### src/hw/rtl/ddpm_pkg.sv
// Package for the differential drive move controller.
// It holds the field widths, the request and mode codes, the sequencer states and the result record.
// It depends on nothing; the core and the checker import it.
package ddpm_pkg;

    // Field widths of the streaming channels and the configuration port.
    localparam int IN_TDATA_W  = 32;
    localparam int IN_TUSER_W  = 1;
    localparam int OUT_TDATA_W = 24;
    localparam int CFG_IDX_W   = 3;
    localparam int CFG_DATA_W  = 16;

    // Bit positions of the input request fields in tdata.
    localparam int IN_MODE_LSB  = 0;
    localparam int IN_SPEED_LSB = 3;
    localparam int IN_DIST_LSB  = 11;
    localparam int IN_LP_LSB    = 19;
    localparam int IN_RP_LSB    = 23;

    // Bit positions of the result fields in tdata.
    localparam int OUT_LREV_BIT   = 16;
    localparam int OUT_RREV_BIT   = 17;
    localparam int OUT_MOVING_BIT = 18;
    localparam int OUT_DONE_BIT   = 19;

    // Internal widths.
    localparam int COUNT_W = 24;   // saturating encoder counts
    localparam int TGT_W   = 25;   // signed target count
    localparam int ERR_W   = 25;   // signed count difference
    localparam int DIFF_W  = 26;   // change of the count difference
    localparam int ACC_W   = 36;   // accumulator of the shared multiplier
    localparam int MUL_A_W = 17;   // signed multiplier operand A
    localparam int MUL_B_W = 26;   // signed multiplier operand B
    localparam int PROD_W  = MUL_A_W + MUL_B_W;

    localparam int DRIVE_LIMIT_DEF = 230;

    // Configuration register indexes.
    localparam logic [CFG_IDX_W-1:0] REG_COUNTS_PER_UNIT  = 3'd0;
    localparam logic [CFG_IDX_W-1:0] REG_ARC_LEFT_SQUARE  = 3'd1;
    localparam logic [CFG_IDX_W-1:0] REG_ARC_LEFT_LINEAR  = 3'd2;
    localparam logic [CFG_IDX_W-1:0] REG_ARC_RIGHT_SQUARE = 3'd3;
    localparam logic [CFG_IDX_W-1:0] REG_ARC_RIGHT_LINEAR = 3'd4;
    localparam logic [CFG_IDX_W-1:0] REG_GAIN_P           = 3'd5;
    localparam logic [CFG_IDX_W-1:0] REG_GAIN_D           = 3'd6;

    // Request kinds, carried in tuser.
    localparam logic OP_CMD  = 1'b0;
    localparam logic OP_TICK = 1'b1;

    typedef enum logic [2:0] {
        MODE_STOP  = 3'd0,
        MODE_FWD   = 3'd1,
        MODE_REV   = 3'd2,
        MODE_ARC_L = 3'd3,
        MODE_ARC_R = 3'd4
    } t_mode;

    typedef enum logic [3:0] {
        ST_IDLE,
        ST_CMD_MUL,
        ST_ARC_SQ,
        ST_ARC_LIN,
        ST_ARC_RND,
        ST_TICK_ADD,
        ST_TICK_CMP,
        ST_TICK_P,
        ST_TICK_D,
        ST_TICK_CLAMP,
        ST_FIN
    } t_state;

    // Result record, first member in the highest bits so that left_pwm lands lowest.
    typedef struct packed {
        logic       done_res;
        logic       moving;
        logic       right_reverse;
        logic       left_reverse;
        logic [7:0] right_pwm;
        logic [7:0] left_pwm;
    } t_result;

endpackage

### src/hw/rtl/differential_drive_pd_mover_core.sv
// Differential drive move controller core: command decode, target calculation and PD steering.
// It depends on ddpm_pkg for widths, codes, the sequencer states and the result record.
// A single module; the checker in ddpm_checker.sv is bound to it.

// The block takes one request at a time on the slave stream and returns exactly one result on
// the master stream for it. A command request (tuser low) clears both encoder counts, stores the
// base speed and, for a moving mode, sets the target: counts_per_unit times distance for forward
// and reverse, or the signed Q8.8 quadratic in distance for arcs, truncated toward zero. A tick
// request (tuser high) in a move adds the encoder pulses; when either count reaches the target
// the move ends with zero drive and done_res set, otherwise the drives worked out on the previous
// tick are shown with the mode's wheel directions and new drives are computed from the PD
// correction. Products use one shared 17 by 26 bit signed multiplier with a 36 bit accumulator,
// stepped by a small sequencer, so a request occupies the block while the sequencer steps through
// it: a stop command or a tick while stopped goes straight to the finish step, a straight command
// forms its product, a tick that reaches the target updates the counts and compares, an arc
// command squares the distance, forms two products and rounds, and a tick that keeps the move
// going updates the counts, compares, forms two products and clamps. The result then sits in an
// output register, and the block takes the next request while that result waits to be taken. The
// configuration port is always ready and should only be written while no request is in flight.
module differential_drive_pd_mover_core #(
    parameter int DRIVE_LIMIT = ddpm_pkg::DRIVE_LIMIT_DEF
) (
    input  logic                              i_clk,
    input  logic                              i_rst_n,
    // Request stream
    input  logic                              i_s_axis_tvalid,
    output logic                              o_s_axis_tready,
    // tdata from bit 0 up: mode[2:0], speed[7:0], distance[7:0], left_pulses[3:0],
    // right_pulses[3:0], zero fill
    input  logic [ddpm_pkg::IN_TDATA_W-1:0]   i_s_axis_tdata,
    // tuser: op (0 command, 1 tick)
    input  logic [ddpm_pkg::IN_TUSER_W-1:0]   i_s_axis_tuser,
    // Result stream
    output logic                              o_m_axis_tvalid,
    input  logic                              i_m_axis_tready,
    // tdata from bit 0 up: left_pwm[7:0], right_pwm[7:0], left_reverse, right_reverse,
    // moving, done_res, zero fill
    output logic [ddpm_pkg::OUT_TDATA_W-1:0]  o_m_axis_tdata,
    // Configuration writes
    input  logic                              i_cfg_valid,
    output logic                              o_cfg_ready,
    input  logic [ddpm_pkg::CFG_IDX_W-1:0]    i_cfg_index,
    input  logic [ddpm_pkg::CFG_DATA_W-1:0]   i_cfg_data
);
    import ddpm_pkg::*;

    localparam logic signed [ACC_W:0] LimitExt = (ACC_W + 1)'(DRIVE_LIMIT);

    // Sequencer
    t_state r_state, n_state;

    // Configuration registers
    logic        [9:0]  r_counts_per_unit;
    logic signed [15:0] r_arc_l_sq, r_arc_l_lin, r_arc_r_sq, r_arc_r_lin;
    logic        [7:0]  r_gain_p, r_gain_d;

    // Move state
    t_mode                     r_move_mode;
    logic        [7:0]         r_base;
    logic        [COUNT_W-1:0] r_lcnt, r_rcnt;
    logic signed [TGT_W-1:0]   r_target;
    logic signed [ERR_W-1:0]   r_last_err;
    logic        [7:0]         r_ldrive, r_rdrive;

    // Request fields held for the duration of the work
    logic [7:0] r_dist;
    logic [3:0] r_lp, r_rp;

    // Working registers
    logic        [15:0]        r_dd;
    logic signed [ACC_W-1:0]   r_acc;
    logic signed [ERR_W-1:0]   r_err;
    logic signed [DIFF_W-1:0]  r_diff;
    t_result                   r_res;

    // Output register
    logic    r_ov;
    t_result r_out;

    logic                      w_in_acc, w_fin_load;
    logic                      w_in_op;
    logic [2:0]                w_in_mode;
    logic                      w_mode_valid, w_mode_arc;
    logic signed [MUL_A_W-1:0] w_mul_a;
    logic signed [MUL_B_W-1:0] w_mul_b;
    logic signed [PROD_W-1:0]  w_prod;
    logic signed [ACC_W-1:0]   w_prod_t, w_rnd;
    logic [COUNT_W:0]          w_lsum, w_rsum;
    logic signed [COUNT_W+1:0] w_lcnt_s, w_rcnt_s, w_tgt_s;
    logic                      w_reached;
    logic signed [ERR_W-1:0]   w_err;
    logic signed [ACC_W:0]     w_base_ext, w_ldrv, w_rdrv;
    logic [7:0]                w_lclamp, w_rclamp;
    logic                      w_lback, w_rback;

    assign w_in_acc   = i_s_axis_tvalid && o_s_axis_tready;
    assign w_fin_load = (r_state == ST_FIN) && (!r_ov || i_m_axis_tready);
    assign w_in_op    = i_s_axis_tuser[0];
    assign w_in_mode  = i_s_axis_tdata[IN_MODE_LSB +: 3];

    assign o_s_axis_tready = (r_state == ST_IDLE);
    assign o_cfg_ready     = 1'b1;
    assign o_m_axis_tvalid = r_ov;
    assign o_m_axis_tdata  = {{(OUT_TDATA_W - $bits(t_result)){1'b0}}, r_out};

    always_comb begin
        w_mode_valid = 1'b0;
        w_mode_arc   = 1'b0;
        case (w_in_mode)
            MODE_FWD, MODE_REV:     w_mode_valid = 1'b1;
            MODE_ARC_L, MODE_ARC_R: begin
                w_mode_valid = 1'b1;
                w_mode_arc   = 1'b1;
            end
            default: ;
        endcase
    end

    // Shared multiplier: operands are picked by the sequencer step.
    always_comb begin
        w_mul_a = '0;
        w_mul_b = '0;
        case (r_state)
            ST_CMD_MUL: begin
                w_mul_a = (r_move_mode == MODE_ARC_L || r_move_mode == MODE_ARC_R)
                        ? $signed({9'b0, r_dist}) : $signed({7'b0, r_counts_per_unit});
                w_mul_b = $signed({18'b0, r_dist});
            end
            ST_ARC_SQ: begin
                w_mul_a = (r_move_mode == MODE_ARC_L) ? {r_arc_l_sq[15], r_arc_l_sq}
                                                      : {r_arc_r_sq[15], r_arc_r_sq};
                w_mul_b = $signed({10'b0, r_dd});
            end
            ST_ARC_LIN: begin
                w_mul_a = (r_move_mode == MODE_ARC_L) ? {r_arc_l_lin[15], r_arc_l_lin}
                                                      : {r_arc_r_lin[15], r_arc_r_lin};
                w_mul_b = $signed({18'b0, r_dist});
            end
            ST_TICK_P: begin
                w_mul_a = $signed({9'b0, r_gain_p});
                w_mul_b = {r_err[ERR_W-1], r_err};
            end
            ST_TICK_D: begin
                w_mul_a = $signed({9'b0, r_gain_d});
                w_mul_b = r_diff;
            end
            default: ;
        endcase
    end

    assign w_prod   = w_mul_a * w_mul_b;
    assign w_prod_t = w_prod[ACC_W-1:0];

    // Truncation of the arc sum toward zero: bias negative values before the shift.
    assign w_rnd = r_acc + (r_acc[ACC_W-1] ? ACC_W'(255) : ACC_W'(0));

    // Saturating count update.
    assign w_lsum = {1'b0, r_lcnt} + {{(COUNT_W - 3){1'b0}}, r_lp};
    assign w_rsum = {1'b0, r_rcnt} + {{(COUNT_W - 3){1'b0}}, r_rp};

    // Target compare in a common signed width.
    assign w_lcnt_s  = $signed({2'b0, r_lcnt});
    assign w_rcnt_s  = $signed({2'b0, r_rcnt});
    assign w_tgt_s   = {r_target[TGT_W-1], r_target};
    assign w_reached = (w_lcnt_s >= w_tgt_s) || (w_rcnt_s >= w_tgt_s);
    assign w_err     = $signed({1'b0, r_lcnt}) - $signed({1'b0, r_rcnt});

    // Drive update: base minus and plus the correction, clamped to the drive range.
    assign w_base_ext = $signed({{(ACC_W - 7){1'b0}}, r_base});
    assign w_ldrv     = w_base_ext - {r_acc[ACC_W-1], r_acc};
    assign w_rdrv     = w_base_ext + {r_acc[ACC_W-1], r_acc};
    assign w_lclamp   = w_ldrv[ACC_W] ? 8'd0 : (w_ldrv > LimitExt) ? LimitExt[7:0] : w_ldrv[7:0];
    assign w_rclamp   = w_rdrv[ACC_W] ? 8'd0 : (w_rdrv > LimitExt) ? LimitExt[7:0] : w_rdrv[7:0];

    assign w_lback = (r_move_mode == MODE_REV) || (r_move_mode == MODE_ARC_L);
    assign w_rback = (r_move_mode == MODE_REV) || (r_move_mode == MODE_ARC_R);

    // State register
    always_ff @(posedge i_clk) begin
        if (!i_rst_n) begin
            r_state <= ST_IDLE;
        end else begin
            r_state <= n_state;
        end
    end

    // Next state
    always_comb begin
        n_state = r_state;
        case (r_state)
            ST_IDLE: begin
                if (w_in_acc) begin
                    if (w_in_op == OP_CMD) begin
                        n_state = w_mode_valid ? ST_CMD_MUL : ST_FIN;
                    end else begin
                        n_state = (r_move_mode == MODE_STOP) ? ST_FIN : ST_TICK_ADD;
                    end
                end
            end
            ST_CMD_MUL: begin
                n_state = (r_move_mode == MODE_ARC_L || r_move_mode == MODE_ARC_R)
                        ? ST_ARC_SQ : ST_FIN;
            end
            ST_ARC_SQ:     n_state = ST_ARC_LIN;
            ST_ARC_LIN:    n_state = ST_ARC_RND;
            ST_ARC_RND:    n_state = ST_FIN;
            ST_TICK_ADD:   n_state = ST_TICK_CMP;
            ST_TICK_CMP:   n_state = w_reached ? ST_FIN : ST_TICK_P;
            ST_TICK_P:     n_state = ST_TICK_D;
            ST_TICK_D:     n_state = ST_TICK_CLAMP;
            ST_TICK_CLAMP: n_state = ST_FIN;
            ST_FIN: begin
                if (w_fin_load) begin
                    n_state = ST_IDLE;
                end
            end
            default:       n_state = ST_IDLE;
        endcase
    end

    // Configuration registers and the move state, all set to their reset values by reset.
    always_ff @(posedge i_clk) begin
        if (!i_rst_n) begin
            r_counts_per_unit <= 10'd10;
            r_arc_l_sq        <= 16'sd0;
            r_arc_l_lin       <= 16'sd256;
            r_arc_r_sq        <= 16'sd0;
            r_arc_r_lin       <= 16'sd256;
            r_gain_p          <= 8'd12;
            r_gain_d          <= 8'd1;
            r_move_mode       <= MODE_STOP;
            r_base            <= '0;
            r_lcnt            <= '0;
            r_rcnt            <= '0;
            r_target          <= '0;
            r_last_err        <= '0;
            r_ldrive          <= '0;
            r_rdrive          <= '0;
            r_ov              <= 1'b0;
        end else begin
            if (i_cfg_valid && o_cfg_ready) begin
                case (i_cfg_index)
                    REG_COUNTS_PER_UNIT:  r_counts_per_unit <= i_cfg_data[9:0];
                    REG_ARC_LEFT_SQUARE:  r_arc_l_sq        <= $signed(i_cfg_data);
                    REG_ARC_LEFT_LINEAR:  r_arc_l_lin       <= $signed(i_cfg_data);
                    REG_ARC_RIGHT_SQUARE: r_arc_r_sq        <= $signed(i_cfg_data);
                    REG_ARC_RIGHT_LINEAR: r_arc_r_lin       <= $signed(i_cfg_data);
                    REG_GAIN_P:           r_gain_p          <= i_cfg_data[7:0];
                    REG_GAIN_D:           r_gain_d          <= i_cfg_data[7:0];
                    default: ;
                endcase
            end

            if (w_fin_load) begin
                r_ov <= 1'b1;
            end else if (i_m_axis_tready) begin
                r_ov <= 1'b0;
            end

            case (r_state)
                ST_IDLE: begin
                    if (w_in_acc && w_in_op == OP_CMD) begin
                        r_lcnt      <= '0;
                        r_rcnt      <= '0;
                        r_last_err  <= '0;
                        r_ldrive    <= '0;
                        r_rdrive    <= '0;
                        r_base      <= i_s_axis_tdata[IN_SPEED_LSB +: 8];
                        r_move_mode <= w_mode_valid ? t_mode'(w_in_mode) : MODE_STOP;
                    end
                end
                ST_CMD_MUL: begin
                    if (r_move_mode == MODE_FWD || r_move_mode == MODE_REV) begin
                        r_target <= w_prod[TGT_W-1:0];
                    end
                end
                ST_ARC_RND: begin
                    r_target <= w_rnd[TGT_W+7:8];
                end
                ST_TICK_ADD: begin
                    r_lcnt <= w_lsum[COUNT_W] ? {COUNT_W{1'b1}} : w_lsum[COUNT_W-1:0];
                    r_rcnt <= w_rsum[COUNT_W] ? {COUNT_W{1'b1}} : w_rsum[COUNT_W-1:0];
                end
                ST_TICK_CMP: begin
                    if (w_reached) begin
                        r_move_mode <= MODE_STOP;
                        r_ldrive    <= '0;
                        r_rdrive    <= '0;
                    end
                end
                ST_TICK_P: begin
                    r_last_err <= r_err;
                end
                ST_TICK_CLAMP: begin
                    r_ldrive <= w_lclamp;
                    r_rdrive <= w_rclamp;
                end
                default: ;
            endcase
        end
    end

    // Payload and working registers, no reset needed.
    always_ff @(posedge i_clk) begin
        if (w_fin_load) begin
            r_out <= r_res;
        end
        case (r_state)
            ST_IDLE: begin
                if (w_in_acc) begin
                    r_dist <= i_s_axis_tdata[IN_DIST_LSB +: 8];
                    r_lp   <= i_s_axis_tdata[IN_LP_LSB +: 4];
                    r_rp   <= i_s_axis_tdata[IN_RP_LSB +: 4];
                    // A command reports only whether a move has started.
                    r_res  <= t_result'({1'b0, (w_in_op == OP_CMD) && w_mode_valid, 18'b0});
                end
            end
            ST_CMD_MUL: begin
                r_dd <= w_prod[15:0];
            end
            ST_ARC_SQ: begin
                r_acc <= w_prod_t;
            end
            ST_ARC_LIN: begin
                r_acc <= r_acc + w_prod_t;
            end
            ST_TICK_CMP: begin
                r_err <= w_err;
                if (w_reached) begin
                    r_res <= t_result'({1'b1, 19'b0});
                end else begin
                    // The drives from the previous tick go out now.
                    r_res.left_pwm      <= r_ldrive;
                    r_res.right_pwm     <= r_rdrive;
                    r_res.left_reverse  <= w_lback && (r_ldrive != 8'd0);
                    r_res.right_reverse <= w_rback && (r_rdrive != 8'd0);
                    r_res.moving        <= 1'b1;
                    r_res.done_res      <= 1'b0;
                end
            end
            ST_TICK_P: begin
                r_acc  <= w_prod_t;
                r_diff <= {r_err[ERR_W-1], r_err} - {r_last_err[ERR_W-1], r_last_err};
            end
            ST_TICK_D: begin
                r_acc <= r_acc + w_prod_t;
            end
            default: ;
        endcase
    end

    logic w_unused_in;
    assign w_unused_in = ^{i_s_axis_tdata[IN_TDATA_W-1:IN_RP_LSB+4], r_dist[0]};

endmodule

### config.mk
export PLATFORM = sky130hd
export DESIGN_NAME = differential_drive_pd_mover_core
export DESIGN_NICKNAME = d
export VERILOG_FILES = /design/src/hw/rtl/ddpm_pkg.sv /design/src/hw/rtl/differential_drive_pd_mover_core.sv
export SDC_FILE = /design/constraint.sdc
export NUM_CORES = 2
export LEC_CHECK = 0
export ABC_AREA = 1
export BUFFER_PORTS_ARGS = -buffer_cell sky130_fd_sc_hd__buf_2
export CORE_MARGIN = 1
export CORE_UTILIZATION = 40
export CTS_CLUSTER_DIAMETER = 60
export DETAILED_ROUTE_END_ITERATION = 8
export HOLD_SLACK_MARGIN = 0.03
export PLACE_DENSITY_LB_ADDON = 0.05
export REMOVE_ABC_BUFFERS = 1
export SLEW_MARGIN = 20
export SYNTH_ARGS = -nofsm -noshare
export SYNTH_HDL_FRONTEND = slang
export SYNTH_SLANG_ARGS = --single-unit
### constraint.sdc
create_clock -name i_clk -period 8.4 [get_ports i_clk]
set_clock_uncertainty 0.1 [all_clocks]
set_input_delay 1.68 -clock i_clk [delete_from_list [all_inputs] [get_ports i_clk]]
set_output_delay 1.68 -clock i_clk [all_outputs]
set_load 0.1 [all_outputs]
After elaboration in Yosys (flattened, before gate mapping)
Index checks and enable logic that the tools add are counted.
{"block": "word_totals", "out_inout_bits": 27, "regBits": 379, "elab_cells": 167}
{"block": "op_classes", "magnitude_cmp": 4, "multipliers": 1, "muxes": 42, "n_reduce_logical": 46, "n_addsub": 8, "bitwise": 1, "n_eq_ne": 29}
{"cell": "$pmux W26 S4", "n": 1}
{"cell": "$pmux W25 S2", "n": 2}
{"cell": "$pmux W24 S2", "n": 2}
{"cell": "$pmux W17 S5", "n": 1}
{"cell": "$gt A37 B9 Y1 const B", "n": 2}
{"cell": "$mux W24", "n": 3}
{"cell": "$pmux W36 S2", "n": 1}
{"cell": "$mux W8", "n": 7}
{"cell": "$add A24 B4 Y25", "n": 2}
{"cell": "$ge A25 B25 Y1", "n": 2}
{"cell": "$mux W25", "n": 2}
{"cell": "$pmux W8 S3", "n": 2}
{"cell": "$mux W20", "n": 2}
{"cell": "$pmux W20 S2", "n": 1}
{"cell": "$pmux W4 S10", "n": 1}
{"cell": "$add A9 B36 Y37", "n": 1}
{"cell": "$sub A9 B36 Y37", "n": 1}
{"cell": "$add A36 B36 Y36", "n": 1}
{"cell": "$mul A17 B26 Y36", "n": 1}
{"cell": "$mux W17", "n": 2}
{"cell": "$add A33 B9 Y33", "n": 1}
{"cell": "$mux W4", "n": 7}
{"cell": "$reduce_and A2 Y1", "n": 14}
{"cell": "$sub A25 B25 Y26", "n": 1}
{"cell": "26 further kinds", "n": 71}

Longest topological paths before layout
{"block": "logic_depth", "depth_word": 7, "ltp_mapped": 49, "depth_no_buf": 48}

Least setup slack after synthesis
No wires, ideal clock.
{"block": "synth_timing", "path_type": "flip-flop to flip-flop", "from": "reg r_state[3]", "to": "reg r_acc[35], data pin", "setup_ns": 0.259, "n_path_buf": 2, "t_required_ns": 8.041, "arrival_time_ns": 8.289, "stages_incl_launch_ff": 43, "synth_period_minus_slack_ns": 8.648, "setup_slack_ns": -0.248, "path_cell_list": "dfxtp_1 > nor2_1 > inv_2 > nor2_1 > clkbuf_1 > o21ai_0 > nor2_1 > nor3_1 > and2_1 > buf_2 > inv_1 > nand2_1 > fa_1 > fa_1 > inv_1 > fa_1 > inv_1 > fa_1 > [7 not listed] > nand2_1 > nand2_1 > nand3_1 > a21o_1 > a21boi_0 > o21ai_0 > xor2_1 > ha_1 > nand2_1 > nor2_1 > nand2_1 > nor4_1 > nand3_1 > nand3_1 > nand2_1 > nand2_1 > nor2_1 > xor2_1"}
{"block": "synth_via", "elab_chain_len": 6, "word_cells_on_any_way": 13, "classes_between": "1 x add/sub; 1 x mul; 5 x eq/ne; 3 x mux; 3 x reduce/logical"}
{"item": "from (decl)", "line": "differential_drive_pd_mover_core.sv:50", "text": "t_state r_state, n_state;"}
{"item": "from (signal assigned)", "line": "differential_drive_pd_mover_core.sv:183", "text": "r_state <= n_state;"}
{"item": "$eq A4 B2 Y1 / $eq A4 B1 Y1 (equally long branches)", "line": "differential_drive_pd_mover_core.sv:123, differential_drive_pd_mover_core.sv:308"}
{"item": "$reduce_or A2 Y1 (no line)"}
{"item": "$pmux W26 S4", "line": "differential_drive_pd_mover_core.sv:123", "text": "case (r_state)"}
{"item": "$mul A17 B26 Y36", "line": "differential_drive_pd_mover_core.sv:151", "text": "assign w_prod = w_mul_a * w_mul_b;"}
{"item": "$add A36 B36 Y36", "line": "differential_drive_pd_mover_core.sv:325, differential_drive_pd_mover_core.sv:346"}
{"item": "$pmux W36 S2 (*)", "line": "differential_drive_pd_mover_core.sv:308", "text": "case (r_state)"}
{"item": "to (signal assigned)", "line": "differential_drive_pd_mover_core.sv:322", "text": "r_acc <= w_prod_t;"}
{"item": "to (signal assigned)", "line": "differential_drive_pd_mover_core.sv:325", "text": "r_acc <= r_acc + w_prod_t;"}
{"item": "to (signal assigned)", "line": "differential_drive_pd_mover_core.sv:346", "text": "r_acc <= r_acc + w_prod_t;"}
{"item": "to (decl)", "line": "differential_drive_pd_mover_core.sv:71", "text": "logic signed [ACC_W-1:0] r_acc;"}
Mark *: on every way between the ends. The rest lies on a longest branch, timed or not.
A chain may end at the register's enable or synchronous reset.

Worst setup path in the final report
{"block": "layout_timing", "from": "reg r_state[3]", "to": "reg r_acc[33], data pin"}
Same word-level chain as after synthesis.

==> impl_metrics.xml <==
<?xml version="1.0" encoding="UTF-8"?>
<metrics>
  <group name="outcome">
    <metric name="run_status" unit="">finished, violations left</metric>
    <metric name="failed_checks" unit="">negative setup slack</metric>
  </group>
  <group name="power">
    <metric name="pd_cells" unit="nW/um^2">305</metric>
    <metric name="leakage" unit="nW">23.2</metric>
    <metric name="vdd.ir_drop.worst" unit="mV">0.408</metric>
  </group>
  <group name="worst_setup_path">
    <metric name="critical_path_class" unit="">reg -&gt; reg</metric>
    <metric name="critPathSlowestCell" unit="">sky130_fd_sc_hd__fa_2</metric>
    <metric name="reg2reg_to" unit="">r_acc[33]$_DFFE_PP_</metric>
    <metric name="worst_path_largest_cell_delay" unit="ns">0.63</metric>
    <metric name="rr_worst_depth" unit="">41</metric>
    <metric name="path_max_fanout" unit="">7</metric>
    <metric name="critical-path-top-cell-by-count" unit="">sky130_fd_sc_hd__buf_6</metric>
    <metric name="rrSetupSlack" unit="ns">-0.20</metric>
    <metric name="end_kind" unit="">register</metric>
    <metric name="crit_arrival" unit="ns">8.88</metric>
    <metric name="worst_r2r_startpoint" unit="">r_state[3]$_SDFFE_PN0P_</metric>
    <metric name="worstPathRequired" unit="ns">8.68</metric>
    <metric name="critical_path.startpoint_type" unit="">register</metric>
  </group>
  <group name="detailed_routing">
    <metric name="post_drt_wl_per_cell" unit="um">18.6</metric>
    <metric name="drt_pass1_iterations" unit="">5</metric>
    <metric name="ant_nets" unit="">0</metric>
    <metric name="vias" unit="">35900</metric>
    <metric name="detail_route.iter0.violations" unit="">2459</metric>
    <metric name="vias_per_cell" unit="">5.03</metric>
    <metric name="drc_errors" unit="">0</metric>
    <metric name="drt_wl_total" unit="um">132000</metric>
  </group>
  <group name="min_path">
    <metric name="min_delay_path_depth" unit="">0</metric>
    <metric name="worstHoldPathType" unit="">reg -&gt; reg</metric>
    <metric name="hold_path.startpoint" unit="">r_res[10]$_SDFFCE_PN0P_</metric>
    <metric name="min_delay_worst_endpoint" unit="">o_m_axis_tdata[10]$_DFFE_PP_</metric>
  </group>
  <group name="global_routing">
    <metric name="number_of_antenna_violations_at_the_first_check_in_global_routing" unit="">2</metric>
    <metric name="grt_start_max_net_pins" unit="">95</metric>
    <metric name="globalRoute.totalOverflow" unit="">0</metric>
    <metric name="combined_global_route_utilization_of_all_metal_layers" unit="%">27.2</metric>
    <metric name="first_global_vias" unit="">35500</metric>
    <metric name="grt_first_pass_wirelength" unit="um">206000</metric>
  </group>
  <group name="cells_and_area">
    <metric name="fill_cells" unit="">9488</metric>
    <metric name="syn_to_layout_area_delta" unit="%">27.2</metric>
    <metric name="layout.cells.non_filler" unit="">7141</metric>
    <metric name="layout-drive-gt1-share" unit="%">20.9</metric>
    <metric name="final_net_count" unit="">6525</metric>
    <metric name="antennaDiodeCount" unit="">0</metric>
  </group>
  <group name="logic_synthesis">
    <metric name="ys_async_sr_fraction" unit="%">0</metric>
    <metric name="yosys.area_share.adder" unit="%">27.8</metric>
    <metric name="mean_instance_size_in_the_synthesized_netlist" unit="um^2">7.48</metric>
    <metric name="synth_top_family_by_area" unit="">adder cells</metric>
    <metric name="synth_simple_gate_area_share" unit="%">22.6</metric>
    <metric name="yosysUniqueCellTypes" unit="">60</metric>
    <metric name="multiplexer_area_fraction_after_synthesis" unit="%">0</metric>
    <metric name="synth-seq-area-share" unit="%">23.7</metric>
    <metric name="yosys.area_share.xor_xnor" unit="%">3.56</metric>
    <metric name="netlist_area" unit="um^2">38700</metric>
    <metric name="synthesis.yosys.warnings" unit="">0</metric>
    <metric name="synth_flop_cell" unit="">sky130_fd_sc_hd__dfxtp_1</metric>
    <metric name="synth-edff-count" unit="">159</metric>
    <metric name="netlist_instances" unit="">5171</metric>
    <metric name="synth_compound_area_share" unit="%">11.1</metric>
    <metric name="synth-seq-cells" unit="">379</metric>
  </group>
  <group name="sta">
    <metric name="finalHoldViolCount" unit="">0</metric>
    <metric name="slew_headroom" unit="%">27.8</metric>
    <metric name="timing.final.setup_violations" unit="">11</metric>
    <metric name="period_share" unit="%">102</metric>
    <metric name="rsz0062_at_grt" unit="">true</metric>
    <metric name="timing.setup.tns" unit="ns">-1.33</metric>
    <metric name="fmax" unit="GHz">0.116</metric>
    <metric name="layout_setup_ws" unit="ns">-0.200</metric>
    <metric name="timing.final.crit_period" unit="ns">8.60</metric>
    <metric name="timing_worst_slew_pin_value" unit="ns">1.08</metric>
    <metric name="final_max_slew_viol_count" unit="">0</metric>
  </group>
  <group name="clocking">
    <metric name="path_clk_slew" unit="ns">0.06</metric>
    <metric name="clock-root-buffer" unit="">sky130_fd_sc_hd__clkbuf_16</metric>
    <metric name="tritoncts_clock_tree" unit="">done</metric>
    <metric name="clock_net_sink_count" unit="">379</metric>
    <metric name="clock_tree.buffer_depth" unit="">3</metric>
    <metric name="cts-htree-levels" unit="">2</metric>
    <metric name="clock_insertion_delay_worst_skew" unit="ns">0.63</metric>
    <metric name="tritoncts.num_buffers" unit="">50</metric>
  </group>
  <group name="floorplan">
    <metric name="floorplan.core_area" unit="um^2">95400</metric>
    <metric name="floorplan.die.height" unit="um">313</metric>
    <metric name="die_w" unit="um">313</metric>
    <metric name="initial_core_util" unit="%">40.5</metric>
    <metric name="design.die.area" unit="um^2">97900</metric>
    <metric name="rows" unit="">113</metric>
    <metric name="top_level_ports" unit="">84</metric>
  </group>
  <group name="flow_run">
    <metric name="cap_viol_max_count" unit="">0</metric>
  </group>
  <group name="placed_design">
    <metric name="routabilityCongestion" unit="">0.929</metric>
    <metric name="dp_hpwl" unit="um">105000</metric>
    <metric name="numPortBuffers" unit="">73</metric>
    <metric name="place_inst" unit="">6925</metric>
  </group>
</metrics>
## synthesized netlist by cell type (8+ instances only)
cell                          n  area, um^2
sky130_fd_sc_hd__a21o_1      10        75.1
sky130_fd_sc_hd__a21oi_1    306        1530
sky130_fd_sc_hd__a221oi_1     8        70.1
sky130_fd_sc_hd__a31oi_1     34         213
sky130_fd_sc_hd__buf_2       36         180
sky130_fd_sc_hd__buf_4        8        60.1
sky130_fd_sc_hd__clkbuf_1    87         327
sky130_fd_sc_hd__clkinv_1    13        48.8
sky130_fd_sc_hd__dfxtp_1    220        4400
sky130_fd_sc_hd__edfxtp_1   159        4770
sky130_fd_sc_hd__fa_1       374        7490
sky130_fd_sc_hd__ha_1       260        3250
sky130_fd_sc_hd__inv_1      959        3600
sky130_fd_sc_hd__inv_2       15        56.3
sky130_fd_sc_hd__nand2_1   1035        3880
sky130_fd_sc_hd__nand3_1    204        1020
sky130_fd_sc_hd__nand3b_1     9        67.6
sky130_fd_sc_hd__nand4_1     51         319
sky130_fd_sc_hd__nor2_1     642        2410
sky130_fd_sc_hd__nor2_4       8        90.1
sky130_fd_sc_hd__nor3_1      67         335
sky130_fd_sc_hd__nor3_2      13         130
sky130_fd_sc_hd__nor4_1      17         106
sky130_fd_sc_hd__o211ai_1    19         143
sky130_fd_sc_hd__o21ai_0    311        1560
sky130_fd_sc_hd__o21ai_1     10        50.1
sky130_fd_sc_hd__o21bai_1    10        75.1
sky130_fd_sc_hd__o22ai_1     13        81.3
sky130_fd_sc_hd__or2_2       18         113
sky130_fd_sc_hd__xnor2_1     44         385
sky130_fd_sc_hd__xor2_1     113         990
## power breakdown
group          switching, mW  internal [mW]  total, mW
Clock                  0.931           1.31       2.24
Sequential             0.460           2.33       2.79
Combinational           5.64           4.31       9.95
## per-layer routing
| layer | up-vias | part of all wire, % | GRT usage, % |
|---|---|---|---|
| met5 | - | 0.017 | 0 |
| met4 | 4 | 2.8 | 6.05 |
| met3 | 182 | 4.5 | 2.56 |
| met2 | 814 | 47 | 46.3 |
| met1 | 17300 | 45 | 37.2 |
| li1 | 17600 | - | - |
## critical path: cells and delay by family (launching register included)
family                     cells  cell delay (ns)
and+or+nand+nor               12             1.38
DFF                            1             0.33
adders and majority gates      8             3.84
AOI/OAI and AO/OA              8             1.08
buffers and inverters         12             1.37
xor gates and xnor gates       1             0.22
## cells by family (layout without fill, tap and decap cells)
kind of cell | after synthesis | in the layout
other | 2 | 65
buffers and inverters | 1123 | 1763
AND/OR/NAND/NOR | 2101 | 2103
XOR/XNOR | 157 | 157
AO/OA/AOI/OAI | 775 | 775
adder cells (fa/ha/maj) | 634 | 634
flip-flops | 379 | 379
## sequential cells by signal (all words and copies together) (netlist names), 16 cells and up
register / cells
r_err: 25
r_last_err: 25
r_lcnt: 24
r_diff: 26
r_arc_l_lin: 16
r_arc_r_sq: 16
r_dd: 16
r_target: 25
o_m_axis_tdata: 20
r_res: 20
r_acc: 36
r_arc_l_sq: 16
r_arc_r_lin: 16
r_rcnt: 24
## how the worst max path moves through the flow
stage                               end                     from  depth (start not counted)  slack (ns)
detailed placement  r_acc[35]$_DFFE_PP_  r_state[0]$_SDFFE_PN0P_                         39       -0.84
global placement    r_acc[35]$_DFFE_PP_  r_state[3]$_SDFFE_PN0P_                         40       -0.87
floorplan           r_acc[35]$_DFFE_PP_  r_state[2]$_SDFFE_PN0P_                         41       -2.00
global route        r_acc[34]$_DFFE_PP_  r_state[3]$_SDFFE_PN0P_                         44       -0.56
CTS                 r_acc[35]$_DFFE_PP_  r_state[1]$_SDFFE_PN0P_                         46       -0.16
finish              r_acc[33]$_DFFE_PP_  r_state[3]$_SDFFE_PN0P_                         41       -0.20
## final cells by class
type / instances / area [um^2] / share of cell area [%]
clock buffers: 68 / 1440 / 2.93
inverters: 987 / 3760 / 7.64
multi-input cells: 3734 / 27400 / 55.6
well taps: 1265 / 1580 / 3.22
repair buffers: 682 / 5580 / 11.3
clock inverters: 26 / 279 / 0.567
flip-flops and latches: 379 / 9190 / 18.7
## through the flow
step           util, %  setup WS [ns]  total power, mW  instance area, um^2  hold WS (ns)
2_1_floorplan        -          -2.00             7.30                38300         0.300
3_3_place_gp      46.3         -0.873             11.0                44200         0.303
3_5_place_dp      46.3         -0.843             11.0                44200         0.305
4_1_cts           50.5         -0.162             14.3                48200         0.319
5_1_grt           51.5         -0.565             16.1                49200         0.329
6_report          51.5         -0.200             15.0                49200         0.319
## cells in the final DEF, fill, tap and decap left out, types with 23 or more instances in the layout
master	instances
sky130_fd_sc_hd__a31oi_1	32
sky130_fd_sc_hd__nand3_1	194
sky130_fd_sc_hd__fa_2	26
sky130_fd_sc_hd__ha_1	224
sky130_fd_sc_hd__nand2_2	49
sky130_fd_sc_hd__nand2_1	981
sky130_fd_sc_hd__xor2_1	105
sky130_fd_sc_hd__nor2_1	571
sky130_fd_sc_hd__a21oi_1	265
sky130_fd_sc_hd__conb_1	65
sky130_fd_sc_hd__nor2_2	51
sky130_fd_sc_hd__buf_2	73
sky130_fd_sc_hd__o21ai_1	28
sky130_fd_sc_hd__a21oi_2	32
sky130_fd_sc_hd__xnor2_1	39
sky130_fd_sc_hd__nor2_4	36
sky130_fd_sc_hd__o21ai_0	275
sky130_fd_sc_hd__inv_1	904
sky130_fd_sc_hd__ha_4	34
sky130_fd_sc_hd__nor3_1	55
sky130_fd_sc_hd__nor3_2	23
sky130_fd_sc_hd__nand4_1	51
sky130_fd_sc_hd__edfxtp_1	159
sky130_fd_sc_hd__clkbuf_16	53
sky130_fd_sc_hd__dfxtp_1	214
sky130_fd_sc_hd__inv_2	59
sky130_fd_sc_hd__fa_1	348
sky130_fd_sc_hd__buf_6	71
sky130_fd_sc_hd__buf_4	508
## what timing repair did
action | CTS | global route
buffers inserted | 80 | 41
gates cloned | 5 | 1
endpoints found under the setup margin | 20 | 23
resized for setup | 378 | 203
hold buffers | 0 | 0
pin swaps | 145 | 141
Note: power is estimated with default switching activity, not from simulation.
